[config.mk]
export PLATFORM = sky130hd
export DESIGN_NAME = mbd_lane
export DESIGN_NICKNAME = d
export VERILOG_FILES = /design/src/rtl/mbd_pkg.sv /design/src/rtl/mbd_lane.sv
export SDC_FILE = /design/constraint.sdc
export NUM_CORES = 1
export LEC_CHECK = 0
export ABC_AREA = 1
export BUFFER_PORTS_ARGS = -buffer_cell sky130_fd_sc_hd__buf_4
export CORE_UTILIZATION = 35
export DETAILED_ROUTE_END_ITERATION = 7
export HOLD_SLACK_MARGIN = 0.06
export PLACE_DENSITY_LB_ADDON = 0.25
export SLEW_MARGIN = 20
export SYNTH_ARGS = -nofsm -noshare
export SYNTH_HDL_FRONTEND = slang
export SYNTH_SLANG_ARGS = --single-unit
[constraint.sdc]
create_clock -name clock -period 2.2 [get_ports clock]
set_input_delay 0.11 -clock clock [delete_from_list [all_inputs] [get_ports clock]]
set_output_delay 0.11 -clock clock [all_outputs]
set_load 0.02 [all_outputs]
[src/rtl/mbd_pkg.sv]
package mbd_pkg;

   // Default for the widest source row the line store must hold.
   localparam int MAX_SOURCE_WIDTH_DEF = 4096;
   // Tallest source level.
   localparam int HEIGHT_LIMIT = 4096;
   // Widest value the 13-bit width register can hold.
   localparam int DIM_MAX = 8191;

   localparam int DIM_W   = 13;          // width / height registers
   localparam int COL_W   = 13;          // column counter
   localparam int ROW_W   = 12;          // row counter
   localparam int XO_W    = COL_W - 1;   // output column
   localparam int YO_W    = ROW_W - 1;   // output row
   localparam int CHAN_W  = 8;
   localparam int LANES   = 4;
   localparam int SUM_W   = CHAN_W + 1;  // horizontal pair sum of one channel
   localparam int PAIR_W  = SUM_W * LANES;
   localparam int SHIFT_W = 2;

   // CSR indexes
   localparam logic [1:0] CSR_WIDTH  = 2'd0;
   localparam logic [1:0] CSR_HEIGHT = 2'd1;
   localparam logic [1:0] CSR_MODE   = 2'd2;
   localparam int CSR_IDX_W = 2;

   // channel modes
   localparam logic [1:0] MODE_FOUR = 2'd0;
   localparam logic [1:0] MODE_TWO  = 2'd1;
   localparam logic [1:0] MODE_ONE  = 2'd2;

   typedef struct packed {
      logic [CHAN_W-1:0] chan_a;
      logic [CHAN_W-1:0] chan_b;
      logic [CHAN_W-1:0] chan_c;
      logic [CHAN_W-1:0] chan_d;
   } req_type;

   typedef struct packed {
      logic [CHAN_W-1:0] avg_a;
      logic [CHAN_W-1:0] avg_b;
      logic [CHAN_W-1:0] avg_c;
      logic [CHAN_W-1:0] avg_d;
      logic              level_done;
   } rsp_type;

   // Per-pixel decode from the position tracker.
   typedef struct packed {
      logic              w_one;      // source width is 1
      logic              h_one;      // source height is 1
      logic              load_pair;  // even column: park pixel in pair register
      logic              emit;       // this pixel completes an output block
      logic              store_wr;   // even row: write pair sum to line store
      logic [XO_W-1:0]   xo;
      logic [SHIFT_W-1:0] shift;
      logic              last;
   } dec_type;

   // Control held alongside a block in the first stage.
   typedef struct packed {
      logic               h_one;
      logic [SHIFT_W-1:0] shift;
      logic               last;
      logic [LANES-1:0]   active;
   } s1_ctl_type;

   function automatic logic [LANES-1:0] active_mask(input logic [1:0] mode);
      logic [LANES-1:0] m;
      unique case (mode)
         MODE_FOUR: m = 4'b1111;
         MODE_TWO:  m = 4'b0011;
         default:   m = 4'b0001;   // one channel, unused code too
      endcase
      return m;
   endfunction

endpackage

[src/rtl/mbd_lane.sv]
module mbd_lane (
   input  logic                          clock,
   input  logic                          reset,
   input  logic                          restart,
   input  logic                          accept,
   input  mbd_pkg::dec_type              dec,
   input  logic                          lane_on,
   input  logic [mbd_pkg::CHAN_W-1:0]    pix,
   input  logic [mbd_pkg::SUM_W-1:0]     prev,
   input  mbd_pkg::s1_ctl_type           s1_ctl,
   input  logic                          s1_lane_on,
   output logic [mbd_pkg::SUM_W-1:0]     hpair,
   output logic [mbd_pkg::CHAN_W-1:0]    avg
);

   logic [mbd_pkg::SUM_W-1:0] pair_ff;
   logic [mbd_pkg::SUM_W-1:0] hp_ff;
   logic [mbd_pkg::SUM_W-1:0] pix9;
   logic [mbd_pkg::SUM_W:0]   total;
   logic [mbd_pkg::SUM_W:0]   scaled;

   always_comb begin
      pix9  = lane_on ? {1'b0, pix} : '0;
      hpair = dec.w_one ? pix9 : pair_ff + pix9;

      // vertical add and box divide
      total  = (s1_ctl.h_one ? '0 : {1'b0, prev}) + {1'b0, hp_ff};
      scaled = total >> s1_ctl.shift;
      avg    = s1_lane_on ? scaled[mbd_pkg::CHAN_W-1:0] : '0;
   end

   always_ff @(posedge clock) begin
      if (reset || restart) begin
         pair_ff <= '0;
      end else if (accept && dec.load_pair) begin
         pair_ff <= pix9;
      end
   end

   always_ff @(posedge clock) begin
      if (accept && dec.emit) begin
         hp_ff <= hpair;
      end
   end

endmodule

== Word-level counts from Yosys, hierarchy flattened ==
Index checks and enable logic that the tools add are counted.

* Bits in registers: 18
* Input port bits: 51
* Output and inout port bits: 17
* Word-level logic and storage cells: 12

* Add/sub/neg operators: 2
* Shifts and indexed selects: 1
* Muxes and demuxes: 4
* Reductions and logical operators: 3

{| class="wikitable"
|+ Operators by type and width
! cell !! count
|-
| 2-to-1 mux 9 bit || 2
|-
| 2-to-1 mux 8 bit || 2
|-
| adder 9 x 9 -> 10 bit || 1
|-
| right shift 10 x 2 -> 8 bit || 1
|-
| adder 9 x 8 -> 9 bit || 1
|-
| logical AND 1 bit || 2
|-
| logical OR 1 bit || 1
|}

== Logic depth before layout (Yosys ltp) ==
* Depth after elaboration: 4
* Gate-level depth with buffers: 13

== Worst setup path after synthesis ==
OpenSTA, ideal clock, no wires.

* Path kind: in2out
* Start: in s1_ctl[7] (netlist name)
* End: out avg[5] (netlist name)
* Arrival time: 1.887 ns
* Slack: 0.203 ns
* Stages on the path: 13
* Path buffers: 1
* Path through: clkbuf_1 > nor2_1 > ha_1 > fa_1 > nand2_1 > nand2_2 > nand3_2 > nand2_1 > nand2_1 > nand3_1 > nand2_1 > nor2_1 > nor2_1

* Word-level cells in the longest chain between the ends: 4

{| class="wikitable"
|+ RTL lines
! item !! RTL line !! text
|-
| from (decl) || mbd_lane.sv:10 || <nowiki>input mbd_pkg::s1_ctl_type s1_ctl,</nowiki>
|-
| 2-to-1 mux 9 bit || mbd_lane.sv:27 || <nowiki>total = (s1_ctl.h_one ? '0 : {1'b0, prev}) + {1'b0, hp_ff};</nowiki>
|-
| adder 9 x 9 -> 10 bit || mbd_lane.sv:27 ||
|-
| right shift 10 x 2 -> 8 bit || mbd_lane.sv:28 || <nowiki>scaled = total >> s1_ctl.shift;</nowiki>
|-
| 2-to-1 mux 8 bit || mbd_lane.sv:29 || <nowiki>avg = s1_lane_on ? scaled[mbd_pkg::CHAN_W-1:0] : '0;</nowiki>
|-
| to (decl) || mbd_lane.sv:13 || <nowiki>output logic [mbd_pkg::CHAN_W-1:0] avg</nowiki>
|}

Every way passes these cells.

== Final worst setup path ==
* Start: reg hp_ff[0] (netlist name)
* End: out avg[4] (netlist name)

* Word-level cells in the longest chain between the ends: 3

{| class="wikitable"
|+ RTL lines
! item !! RTL line !! text
|-
| from (decl) || mbd_lane.sv:17 || <nowiki>logic [mbd_pkg::SUM_W-1:0] hp_ff;</nowiki>
|-
| from (signal assigned) || mbd_lane.sv:42 || <nowiki>hp_ff <= hpair;</nowiki>
|-
| adder 9 x 9 -> 10 bit || mbd_lane.sv:27 ||
|-
| right shift 10 x 2 -> 8 bit || mbd_lane.sv:28 ||
|-
| 2-to-1 mux 8 bit || mbd_lane.sv:29 ||
|}

Every way passes these cells.

==> run metrics <==
outcome finished, final reports clean; Yosys top cell by area nand2_1; vias in the first global route 1,680; Clock H-tree levels 1; Final HPWL DP 3.27 mm; mux contribution to synthesized area 0%; Antenna Nets Post-Route 0; Starting Density 37.3%; largest net degree at the start of global routing 17; area share of the largest cell type after synthesis 16.0%; Worst-Skew Late Latency 0.25 ns; CP max stage cell edfxtp_1; PwrDens 427 nW/um2; max incr delay on CP 0.42 ns; layout cells sized above 1 23.7%; Least-Margin Pin Slew 0.431 ns; simple-gate portion of the synthesized area 37.9%; Post-route DRC 0; IO Pins 68; Area after DPL 2190 um2; CP required 2.09 ns; global route overflow 0; clock transition at the registers of the reported paths 0.06 ns; post-route cell area 2350 um2; core area 4850 um2; WL per Instance 10.3 um; die height 73.9 um; Critical Path AT 2.03 ns; Yosys reg bits 17; Final Skew 0.000668 ns; worst min-delay path category in2reg; VDD IR max 0.292 mV; routed wire length 4.08 mm; Static Leakage 1.28 nW; die area 5460 um2; post-layout util 48.4%; filler cell count 497; Main synth FF type edfxtp_1; count leader, synth nand2_1; TritonCTS clock tree done; crit path max fanout 4; total number of vias 1,892; root buf cell clkbuf_8; Syn Nets 356; Syn-to-layout area delta 29.8%; CP Launch Type flip-flop; asr flop ratio synth 0%; Final Cycle Share 97.2%; RSZ-0062 raised after global routing yes; Post-Synth XOR/XNOR Area 0.484%; row cnt 25; MaxCap Viol Count 0; Worst Path Buf+Inv 1; worst path cell trace ha_4 > fa_2 > nand2_2 > nand2_4 > nand3_2 > nand2_2 > nand2_2 > nand3_2 > nand2_2 > nor2_1 > nor2_1 > buf_4; CTS Buffer Depth 2; mean area per synthesized cell 6.32 um2; Worst Hold Slack 0.130 ns; ranking of synthesized cells by area nand2_1 (16%), edfxtp_1 (15%), ha_1 (12%), inv_1 (9.8%), dfxtp_1 (8.9%); mapped cell area 1810 um2; main combinational cell family by area after synthesis simple AND/OR/NAND/NOR gates; compound-cell area share of the yosys netlist 11.8%; CP Capture Type primary output; Slew headroom 71.1%; number of diodes 0; Syn. warnings 0; count of different cell masters after synthesis 28; Adder-Cell Fraction of Synth Area 14.0%; post-DR vias/cell 4.78; Sink Count 17; top cell family by delay on the critical path simple AND/OR/NAND/NOR gates; most frequent cell on the critical path nand2_2; die outline width 73.9 um; max-slew violation count 0; Mapped Cells 286; Final GP Congestion 0.835; DRT Pass-1 Iters 4; initial antenna violation count 0; register area share after synthesis 23.8%; Hold Violations, Final 0; Tot Pwr 1.00 mW; PortBufs 45; first-pass GRT wire length 6.62 mm; fmax 468 MHz; Final #Nets 400; Setup-failing EPs final 0; Post-synth EDFFs 9; CTS Buf Count 3; most frequent cells after synthesis nand2_1 (77), inv_1 (47), nand3_1 (32); Tmin final 2.14 ns; CP Class reg2out; Initial DRC Count 66; total track usage 15.4%
==> per-stage QoR <==
stage / std cells / worst slack [ns] / TNS (ns)
6_report: 396 / 0.0614 / 0
5_1_grt: 396 / -0.0283 / -0.0977
4_1_cts: 395 / 0.0232 / 0
3_5_place_dp: 391 / 0.190 / 0
3_3_place_gp: 391 / 0.189 / 0
2_1_floorplan: 286 / 0.203 / 0
==> worst paths after layout <==
kind                            slack (ns)  cells past startpoint       start         end
worst max-delay path                  0.06                     12    hp_ff[0]      avg[4]
worst min-delay path                  0.13                      3      pix[7]  pair_ff[7]
worst min register to register        0.55                      2  pair_ff[6]  pair_ff[6]
worst max register to register        0.46                     10  pair_ff[2]    hp_ff[7]
==> registers in the layout, indices dropped and copies added (netlist names) <==
register	flops
hp_ff	9
pair_ff	8
==> power breakdown <==
| part | total [mW] | switching (mW) | internal (mW) | leakage (nW) |
|---|---|---|---|---|
| sequential | 0.358 | 0.00795 | 0.350 | 0.151 |
| clock | 0.235 | 0.106 | 0.129 | 0.0228 |
| combinational | 0.409 | 0.237 | 0.172 | 1.11 |
| total | 1.00 | 0.351 | 0.651 | 1.28 |
==> worst reg2reg max path, stage by stage, from the launching register on <==
cell and delay, ns:
dfxtp_1 0.32, ha_1 0.39, nand3_1 0.10, nand3_1 0.09, nand2_1 0.07, nor2_1 0.16, nand2_1 0.10, nand2_1 0.07
nand2_1 0.05, nand3_1 0.06, nand2_1 0.07
==> cell families (layout without fill, tap and decap cells) <==
kind of cell / Yosys count / after routing
buffers and inverters: 55 / 98
adder cells (fa/ha/maj): 19 / 19
AND/OR/NAND/NOR: 154 / 154
XOR/XNOR: 1 / 1
flip-flops: 17 / 17
AO/OA/AOI/OAI: 40 / 40
==> layout make-up <==
cell class / count / area (um2) / area share [%]
Clock buffer: 4 / 45.0 / 1.92
Timing Repair Buffer: 46 / 345 / 14.7
Tap cell: 67 / 83.8 / 3.57
Sequential cell: 17 / 430 / 18.3
Multi-Input combinational cell: 214 / 1260 / 53.8
Inverter: 48 / 180 / 7.68
==> what timing repair did <==
| item | CTS | global route |
|---|---|---|
| pin swaps | 0 | 6 |
| setup endpoints to repair | 7 | 9 |
| resized for setup | 2 | 19 |
| setup buffers | 0 | 1 |
| hold buffers | 0 | 0 |
==> metal layers <==
metal	track usage (%)	share of wire, %	routed length, um	vias up
met4	5.98	1.6	67	0
met3	0.823	3.1	126	7
met5	0	0	0	-
met2	30.4	51	2090	43
met1	17.0	44	1800	834
li1	-	-	-	1008
==> cells in the final DEF (no fill, tap or decap) <==
master,synthesis,routed
o22ai_1,2,2
ha_2,0,2
ha_4,0,3
a21o_1,1,1
fa_2,0,2
nand2_1,77,71
nor2_2,1,1
buf_4,2,46
a21oi_1,17,16
nor2_1,31,31
or2_4,1,1
a31oi_2,0,1
and3_1,1,1
inv_1,47,47
o21ai_0,16,16
o21bai_1,1,1
nand4_2,1,1
nand3_1,32,29
nand3_2,6,8
nand3b_1,1,1
nand2_4,0,1
edfxtp_1,9,9
a21boi_0,2,2
nand4_1,1,1
a21oi_2,0,1
nand3_4,0,1
clkinv_1,1,1
clkbuf_8,0,3
ha_1,17,12
dfxtp_1,8,8
xor2_1,1,1
nand2_2,2,7
clkbuf_1,3,1
Power figures use the tool's default switching activity.
