### src/rtl/mbd_pkg.sv
package mbd_pkg;

   // Default for the widest source row the line store must hold.
   localparam int MAX_SOURCE_WIDTH_DEF = 4096;
   // Tallest source level.
   localparam int HEIGHT_LIMIT = 4096;
   // Widest value the 13-bit width register can hold.
   localparam int DIM_MAX = 8191;

   localparam int DIM_W   = 13;          // width / height registers
   localparam int COL_W   = 13;          // column counter
   localparam int ROW_W   = 12;          // row counter
   localparam int XO_W    = COL_W - 1;   // output column
   localparam int YO_W    = ROW_W - 1;   // output row
   localparam int CHAN_W  = 8;
   localparam int LANES   = 4;
   localparam int SUM_W   = CHAN_W + 1;  // horizontal pair sum of one channel
   localparam int PAIR_W  = SUM_W * LANES;
   localparam int SHIFT_W = 2;

   // CSR indexes
   localparam logic [1:0] CSR_WIDTH  = 2'd0;
   localparam logic [1:0] CSR_HEIGHT = 2'd1;
   localparam logic [1:0] CSR_MODE   = 2'd2;
   localparam int CSR_IDX_W = 2;

   // channel modes
   localparam logic [1:0] MODE_FOUR = 2'd0;
   localparam logic [1:0] MODE_TWO  = 2'd1;
   localparam logic [1:0] MODE_ONE  = 2'd2;

   typedef struct packed {
      logic [CHAN_W-1:0] chan_a;
      logic [CHAN_W-1:0] chan_b;
      logic [CHAN_W-1:0] chan_c;
      logic [CHAN_W-1:0] chan_d;
   } req_type;

   typedef struct packed {
      logic [CHAN_W-1:0] avg_a;
      logic [CHAN_W-1:0] avg_b;
      logic [CHAN_W-1:0] avg_c;
      logic [CHAN_W-1:0] avg_d;
      logic              level_done;
   } rsp_type;

   // Per-pixel decode from the position tracker.
   typedef struct packed {
      logic              w_one;      // source width is 1
      logic              h_one;      // source height is 1
      logic              load_pair;  // even column: park pixel in pair register
      logic              emit;       // this pixel completes an output block
      logic              store_wr;   // even row: write pair sum to line store
      logic [XO_W-1:0]   xo;
      logic [SHIFT_W-1:0] shift;
      logic              last;
   } dec_type;

   // Control held alongside a block in the first stage.
   typedef struct packed {
      logic               h_one;
      logic [SHIFT_W-1:0] shift;
      logic               last;
      logic [LANES-1:0]   active;
   } s1_ctl_type;

   function automatic logic [LANES-1:0] active_mask(input logic [1:0] mode);
      logic [LANES-1:0] m;
      unique case (mode)
         MODE_FOUR: m = 4'b1111;
         MODE_TWO:  m = 4'b0011;
         default:   m = 4'b0001;   // one channel, unused code too
      endcase
      return m;
   endfunction

endpackage

### src/rtl/mbd_pos.sv
module mbd_pos #(
   parameter int MAX_SOURCE_WIDTH = mbd_pkg::MAX_SOURCE_WIDTH_DEF
) (
   input  logic                        clock,
   input  logic                        reset,
   input  logic                        restart,
   input  logic                        accept,
   input  logic [mbd_pkg::DIM_W-1:0]   source_width,
   input  logic [mbd_pkg::DIM_W-1:0]   source_height,
   output mbd_pkg::dec_type            dec
);

   localparam int WLIM = (MAX_SOURCE_WIDTH > mbd_pkg::DIM_MAX) ?
                         mbd_pkg::DIM_MAX : MAX_SOURCE_WIDTH;

   logic [mbd_pkg::COL_W-1:0] col_ff, col_in;
   logic [mbd_pkg::ROW_W-1:0] row_ff, row_in;
   logic [mbd_pkg::DIM_W-1:0] w, h;
   logic [mbd_pkg::XO_W-1:0]  wd, xo;
   logic [mbd_pkg::ROW_W-1:0] hd;
   logic [mbd_pkg::YO_W-1:0]  yo;
   logic                      w_one, h_one, in_cols, in_rows, have_pair;

   always_comb begin
      // zero counts as one, oversize is clamped
      if (source_width == '0) begin
         w = mbd_pkg::DIM_W'(1);
      end else if (source_width > mbd_pkg::DIM_W'(WLIM)) begin
         w = mbd_pkg::DIM_W'(WLIM);
      end else begin
         w = source_width;
      end
      if (source_height == '0) begin
         h = mbd_pkg::DIM_W'(1);
      end else if (source_height > mbd_pkg::DIM_W'(mbd_pkg::HEIGHT_LIMIT)) begin
         h = mbd_pkg::DIM_W'(mbd_pkg::HEIGHT_LIMIT);
      end else begin
         h = source_height;
      end

      w_one = (w == mbd_pkg::DIM_W'(1));
      h_one = (h == mbd_pkg::DIM_W'(1));
      wd    = w_one ? mbd_pkg::XO_W'(1) : w[mbd_pkg::DIM_W-1:1];
      hd    = h_one ? mbd_pkg::ROW_W'(1) : h[mbd_pkg::DIM_W-1:1];

      in_cols   = col_ff < {wd, 1'b0};
      in_rows   = {1'b0, row_ff} < {hd, 1'b0};
      have_pair = w_one || (in_cols && col_ff[0]);
      xo        = w_one ? '0 : col_ff[mbd_pkg::COL_W-1:1];
      yo        = h_one ? '0 : row_ff[mbd_pkg::ROW_W-1:1];

      dec.w_one     = w_one;
      dec.h_one     = h_one;
      dec.load_pair = !w_one && in_cols && !col_ff[0];
      dec.emit      = have_pair && in_rows && (h_one || row_ff[0]);
      dec.store_wr  = have_pair && in_rows && !h_one && !row_ff[0];
      dec.xo        = xo;
      dec.shift     = {1'b0, !w_one} + {1'b0, !h_one};
      dec.last      = (xo == wd - mbd_pkg::XO_W'(1)) &&
                      ({1'b0, yo} == hd - mbd_pkg::ROW_W'(1));

      // raster walk, wraps to the origin after the last pixel
      col_in = col_ff;
      row_in = row_ff;
      if ({1'b0, col_ff} + (mbd_pkg::COL_W+1)'(1) >= {1'b0, w}) begin
         col_in = '0;
         if ({1'b0, row_ff} + (mbd_pkg::ROW_W+1)'(1) >= h) begin
            row_in = '0;
         end else begin
            row_in = row_ff + mbd_pkg::ROW_W'(1);
         end
      end else begin
         col_in = col_ff + mbd_pkg::COL_W'(1);
      end
   end

   always_ff @(posedge clock) begin
      if (reset || restart) begin
         col_ff <= '0;
         row_ff <= '0;
      end else if (accept) begin
         col_ff <= col_in;
         row_ff <= row_in;
      end
   end

endmodule

### config.mk
export PLATFORM = sky130hd
export DESIGN_NAME = mbd_pos
export DESIGN_NICKNAME = d
export VERILOG_FILES = /design/src/rtl/mbd_pkg.sv /design/src/rtl/mbd_pos.sv
export SDC_FILE = /design/constraint.sdc
export NUM_CORES = 1
export LEC_CHECK = 0
export BUFFER_PORTS_ARGS = -buffer_cell sky130_fd_sc_hd__buf_2
export CORE_UTILIZATION = 65
export CTS_BUF_LIST = sky130_fd_sc_hd__clkbuf_2 sky130_fd_sc_hd__clkbuf_4 sky130_fd_sc_hd__clkbuf_8
export DETAILED_ROUTE_END_ITERATION = 10
export GPL_TIMING_DRIVEN = 0
export PLACE_DENSITY = 0.95
export SKIP_CTS_REPAIR_TIMING = 1
export SLEW_MARGIN = 0
export SYNTH_ARGS = -nofsm -noshare
export SYNTH_HDL_FRONTEND = slang
export SYNTH_SLANG_ARGS = --single-unit
export TNS_END_PERCENT = 30
### constraint.sdc
create_clock -name clock -period 9.3 [get_ports clock]
set_input_delay 0.93 -clock clock [delete_from_list [all_inputs] [get_ports clock]]
set_output_delay 0.93 -clock clock [all_outputs]
set_load 0.05 [all_outputs]
## Yosys cells after proc, flatten, opt, wreduce, memory -nomap -nowiden

Index checks and enable logic that the tools add are counted.
Widths: inputs -> output; s select.

| word-level totals | value |
|---|---|
| flip-flop bits (word level) | 25 |
| input port bits | 30 |
| logic and storage cells | 47 |

| operators by class | value |
|---|---|
| add/sub/neg operators | 7 |
| magnitude comparators | 6 |
| equal/unequal tests | 4 |
| multiplexer cells | 10 |
| reductions and logical operators | 18 |

Operators with widths:

| operator | number |
|---|---|
| $mux 13 | 5 |
| $mux 12 | 4 |
| $eq 13x1->1 const B | 2 |
| $gt 13x13->1 const B | 2 |
| $logic_not 13->1 | 2 |
| $sub 12x1->12 const B | 2 |
| $add 13x1->14 const B | 1 |
| $ge 14x13->1 | 1 |
| $add 12x1->13 const B | 1 |
| $add 13x1->13 const B | 1 |
| $ge 13x13->1 | 1 |
| $lt 12x13->1 | 1 |
| $lt 13x13->1 | 1 |
| $add 12x1->12 const B | 1 |
| $eq 11x12->1 | 1 |
| $eq 12x12->1 | 1 |
| $mux 11 | 1 |
| $logic_and 1x1->1 | 8 |
| $logic_not 1->1 | 4 |
| $logic_or 1x1->1 | 3 |
| $add 1x1->2 | 1 |
| $reduce_and 2->1 | 1 |

## Depth between registers and ports, before layout

| logic depth | value |
|---|---|
| depth after elaboration | 11 |
| gate-level depth with buffers | 17 |
| depth with buffers taken out | 16 |

## Worst setup path after synthesis

Ideal clock, no wire load.

| path | value |
|---|---|
| kind | input-to-output |
| start point | input source_width[1] (netlist bit) |
| end point | output dec[15] (netlist bit) |
| arrival | 4,334 ps |
| data required time | 8,370 ps |
| path slack | 4,036 ps |
| cell stages on the path | 12 |
| path buffers | 1 |
| path through | buf_6 > or4_4 > nor2_2 > nand2_1 > o21ai_0 > nand2_1 > ha_1 > nor2_1 > nor3_1 > o21ai_0 > a31oi_1 > nor4_1 |

RTL lines:

| element | line | RTL |
|---|---|---|
| start, declared | mbd_pos.sv:8 | `input logic [mbd_pkg::DIM_W-1:0] source_width,` |
| end, declared | mbd_pos.sv:10 | `output mbd_pkg::dec_type dec` |

==> results.json <==
{
  "relSlewSlack_pct": 48.6,
  "cts_tree": "yes",
  "yosys-top-cells-area": "ha_1 (16%), dfxtp_1 (12%), nand2_1 (7.7%)",
  "cts_buffer_depth": 2,
  "synth_cell_types": 75,
  "yosys_register_bits": 25,
  "ant_nets": 0,
  "drc": 0,
  "synth.top_cell.area_share_pct": 15.8,
  "synth.cell_area_mm2": 0.00412,
  "cts_buffers": 3,
  "io_pins": 50,
  "grt_usage_pct": 38.7,
  "async_flop_share_pct": 0,
  "rsz0062_at_grt": "false",
  "nets": 706,
  "synth_nets": 659,
  "first_iter_violations": 519,
  "cpMostUsedCell": "clkbuf_1",
  "worst-path-max-fanout": 10,
  "antenna_found_initial": 0,
  "finalCritPeriodShare_pct": 58.8,
  "dr.pass1.iters": 6,
  "totalNegativeSetupSlack_ps": 0,
  "clkSinkCount": 25,
  "cp_slowest_cell": "a2111oi_0",
  "n_antenna_cell": 0,
  "min_period_ps": 5470,
  "startpoint_type": "primary input",
  "seqCellArea_um2": 500,
  "syn2layout_area_growth_pct": 8.57,
  "power_density_mw_per_mm2": 61.8,
  "die_y_um": 81.6,
  "multi_input_area_mm2": 0.00336,
  "placed_area_mm2": 0.00442,
  "finalHoldViolations": 0,
  "fin_area_mm2": 0.00447,
  "cp.required_ps": 8370,
  "yosys.area.top_type": "ha_1",
  "clockRootBuffer": "clkbuf_8",
  "die_area_mm2": 0.00666,
  "syn_avg_cell_area_um2": 7.14,
  "crit_type": "primary input to primary output",
  "yosysWarnings": 0,
  "outcome": "finished, final reports clean",
  "p_leak_nw": 1.99,
  "fillers": 478,
  "grt_max_degree": 14,
  "yosysSeqAreaShare_pct": 12.2,
  "totalWireLength_um": 12700,
  "grt_pass1_wl_um": 20000,
  "coreArea_mm2": 0.00603,
  "setup_viol_count_final": 0,
  "gp_congestion": 0.934,
  "grt_overflow": 0,
  "ys.flop_type": "dfxtp_1",
  "first_global_vias": 4130,
  "via_per_inst": 6.74,
  "drive_above_1_share_pct": 13.6,
  "endpoint_kind": "primary output",
  "h-tree-depth": 1,
  "ir_worst_vdd_mv": 0.120,
  "max-cap-violations": 0,
  "finClkSkew_ps": 3.49,
  "worstMarginPinSlew_ps": 766,
  "syn_inst": 577,
  "post-synth-top-count-cell": "nand2_1",
  "cp_top_family": "buffers and inverters",
  "initial_utilization_pct": 68.4,
  "slew_violations": 0,
  "die_w_um": 81.6,
  "min_path_type": "flip-flop to flip-flop",
  "critPathBufInv": 5,
  "worstPathArrival_ps": 4540,
  "clk_latency_ps": 280,
  "synth_commonest_cells": "nand2_1 (85), ha_1 (52), o21ai_0 (40)",
  "final_core_util_pct": 74.2,
  "synth_edf_count": 0,
  "whs_ps": 560,
  "cpPeakStageDelay_ps": 620,
  "io_buffer_count": 42,
  "rows": 28,
  "hpwl_um": 9890,
  "clkTransAtPathRegs_ps": 90,
  "wl_per_cell_um": 18.1,
  "fmax_mhz": 183,
  "crit_chain": "buf_2 > clkbuf_1 > clkbuf_1 > or2_2 > ha_1 > clkbuf_1 > nor2_1 > o21ai_0 > a21oi_1 > a2111oi_0 > nand3_1 > nor4_2 > o2111a_1 > buf_2",
  "vias": 4705
}
-- where the power goes --
part           switching [W]  internal [W]
Clock              0.0000375     0.0000337
Sequential       0.000000857      0.000107
Combinational      0.0000615     0.0000354
-- placed cells by master (no fill, tap or decap), types with 4 or more instances in the layout --
cell type	netlist	layout
o21ai_1	4	4
nor2b_1	9	9
nor4_1	4	4
nand2_1	85	85
nand3_1	24	24
buf_2	6	48
and2_1	14	14
nor3_4	4	4
and3_1	5	5
a21o_1	12	12
xnor2_1	21	21
buf_6	4	4
nand4_1	6	6
dfxtp_1	25	25
o21ai_0	40	40
inv_1	15	15
a31oi_1	14	14
nand3b_1	6	6
a211oi_1	5	5
ha_1	52	52
nor3_1	14	14
or3_1	4	4
nor2_1	38	38
nand2b_1	20	20
clkbuf_1	25	25
xor2_1	11	11
a21oi_1	33	33
mux2i_1	4	4
-- stage by stage --
step / power (W) / instances / worst slack, ps
4_1_cts: 0.000272 / 698 / 3980
3_3_place_gp: 0.000202 / 694 / 3930
2_1_floorplan: 0.000175 / 577 / 4040
5_1_grt: 0.000288 / 698 / 3610
3_5_place_dp: 0.000204 / 694 / 4000
6_report: 0.000276 / 698 / 3830
-- final cells by class --
cell class / instances / share of cell area [%]
buffer: 38 / 4.28
inverter: 17 / 1.43
clock buffer: 4 / 1.09
multi-input combinational: 497 / 75.2
sequential: 25 / 11.2
tap: 75 / 2.10
timing repair buffer: 42 / 4.70
-- tightest hold or removal path: stages, from the launching register on --
cell and delay (ps):
dfxtp_1 390, nand2_1 90, nand2_1 40
-- flip-flops by register name, summed over array words and instances (netlist names) --
signal	count
col_ff	13
row_ff	12
-- per-layer routing --
metal | global-route usage (%) | part of all wire, % | vias up
li1 | - | - | 2186
met1 | 56.3 | 42 | 2165
met2 | 57.8 | 43 | 318
met3 | 5.00 | 12 | 36
met4 | 13.5 | 2.4 | 0
met5 | 0 | 0 | -
-- kinds of logic (layout without fill, tap and decap cells) --
| family | after synthesis | in the layout | synth area share (%) |
|---|---|---|---|
| mux | 7 | 7 | 1.79 |
| simple gates | 258 | 258 | 34.1 |
| xor+xnor | 32 | 32 | 6.80 |
| compound gates | 148 | 148 | 23.1 |
| fa+ha+maj | 52 | 52 | 15.8 |
| flops | 25 | 25 | 12.2 |
| buf+inv | 55 | 101 | 6.20 |
-- path summary, 6_finish.rpt --
path                                               from                      end  slack (ps)  cells past startpoint
worst max-delay path                   source_width[12]                   dec[0]        3830                     14
worst min-delay path            row_ff[11]$_SDFFE_PP0P_  row_ff[11]$_SDFFE_PP0P_         560                      2
worst min register to register  row_ff[11]$_SDFFE_PP0P_  row_ff[11]$_SDFFE_PP0P_         560                      2
worst max register to register   col_ff[1]$_SDFFE_PP0P_   col_ff[2]$_SDFFE_PP0P_        5100                     16
No activity file was read; power rests on OpenSTA's default activity.
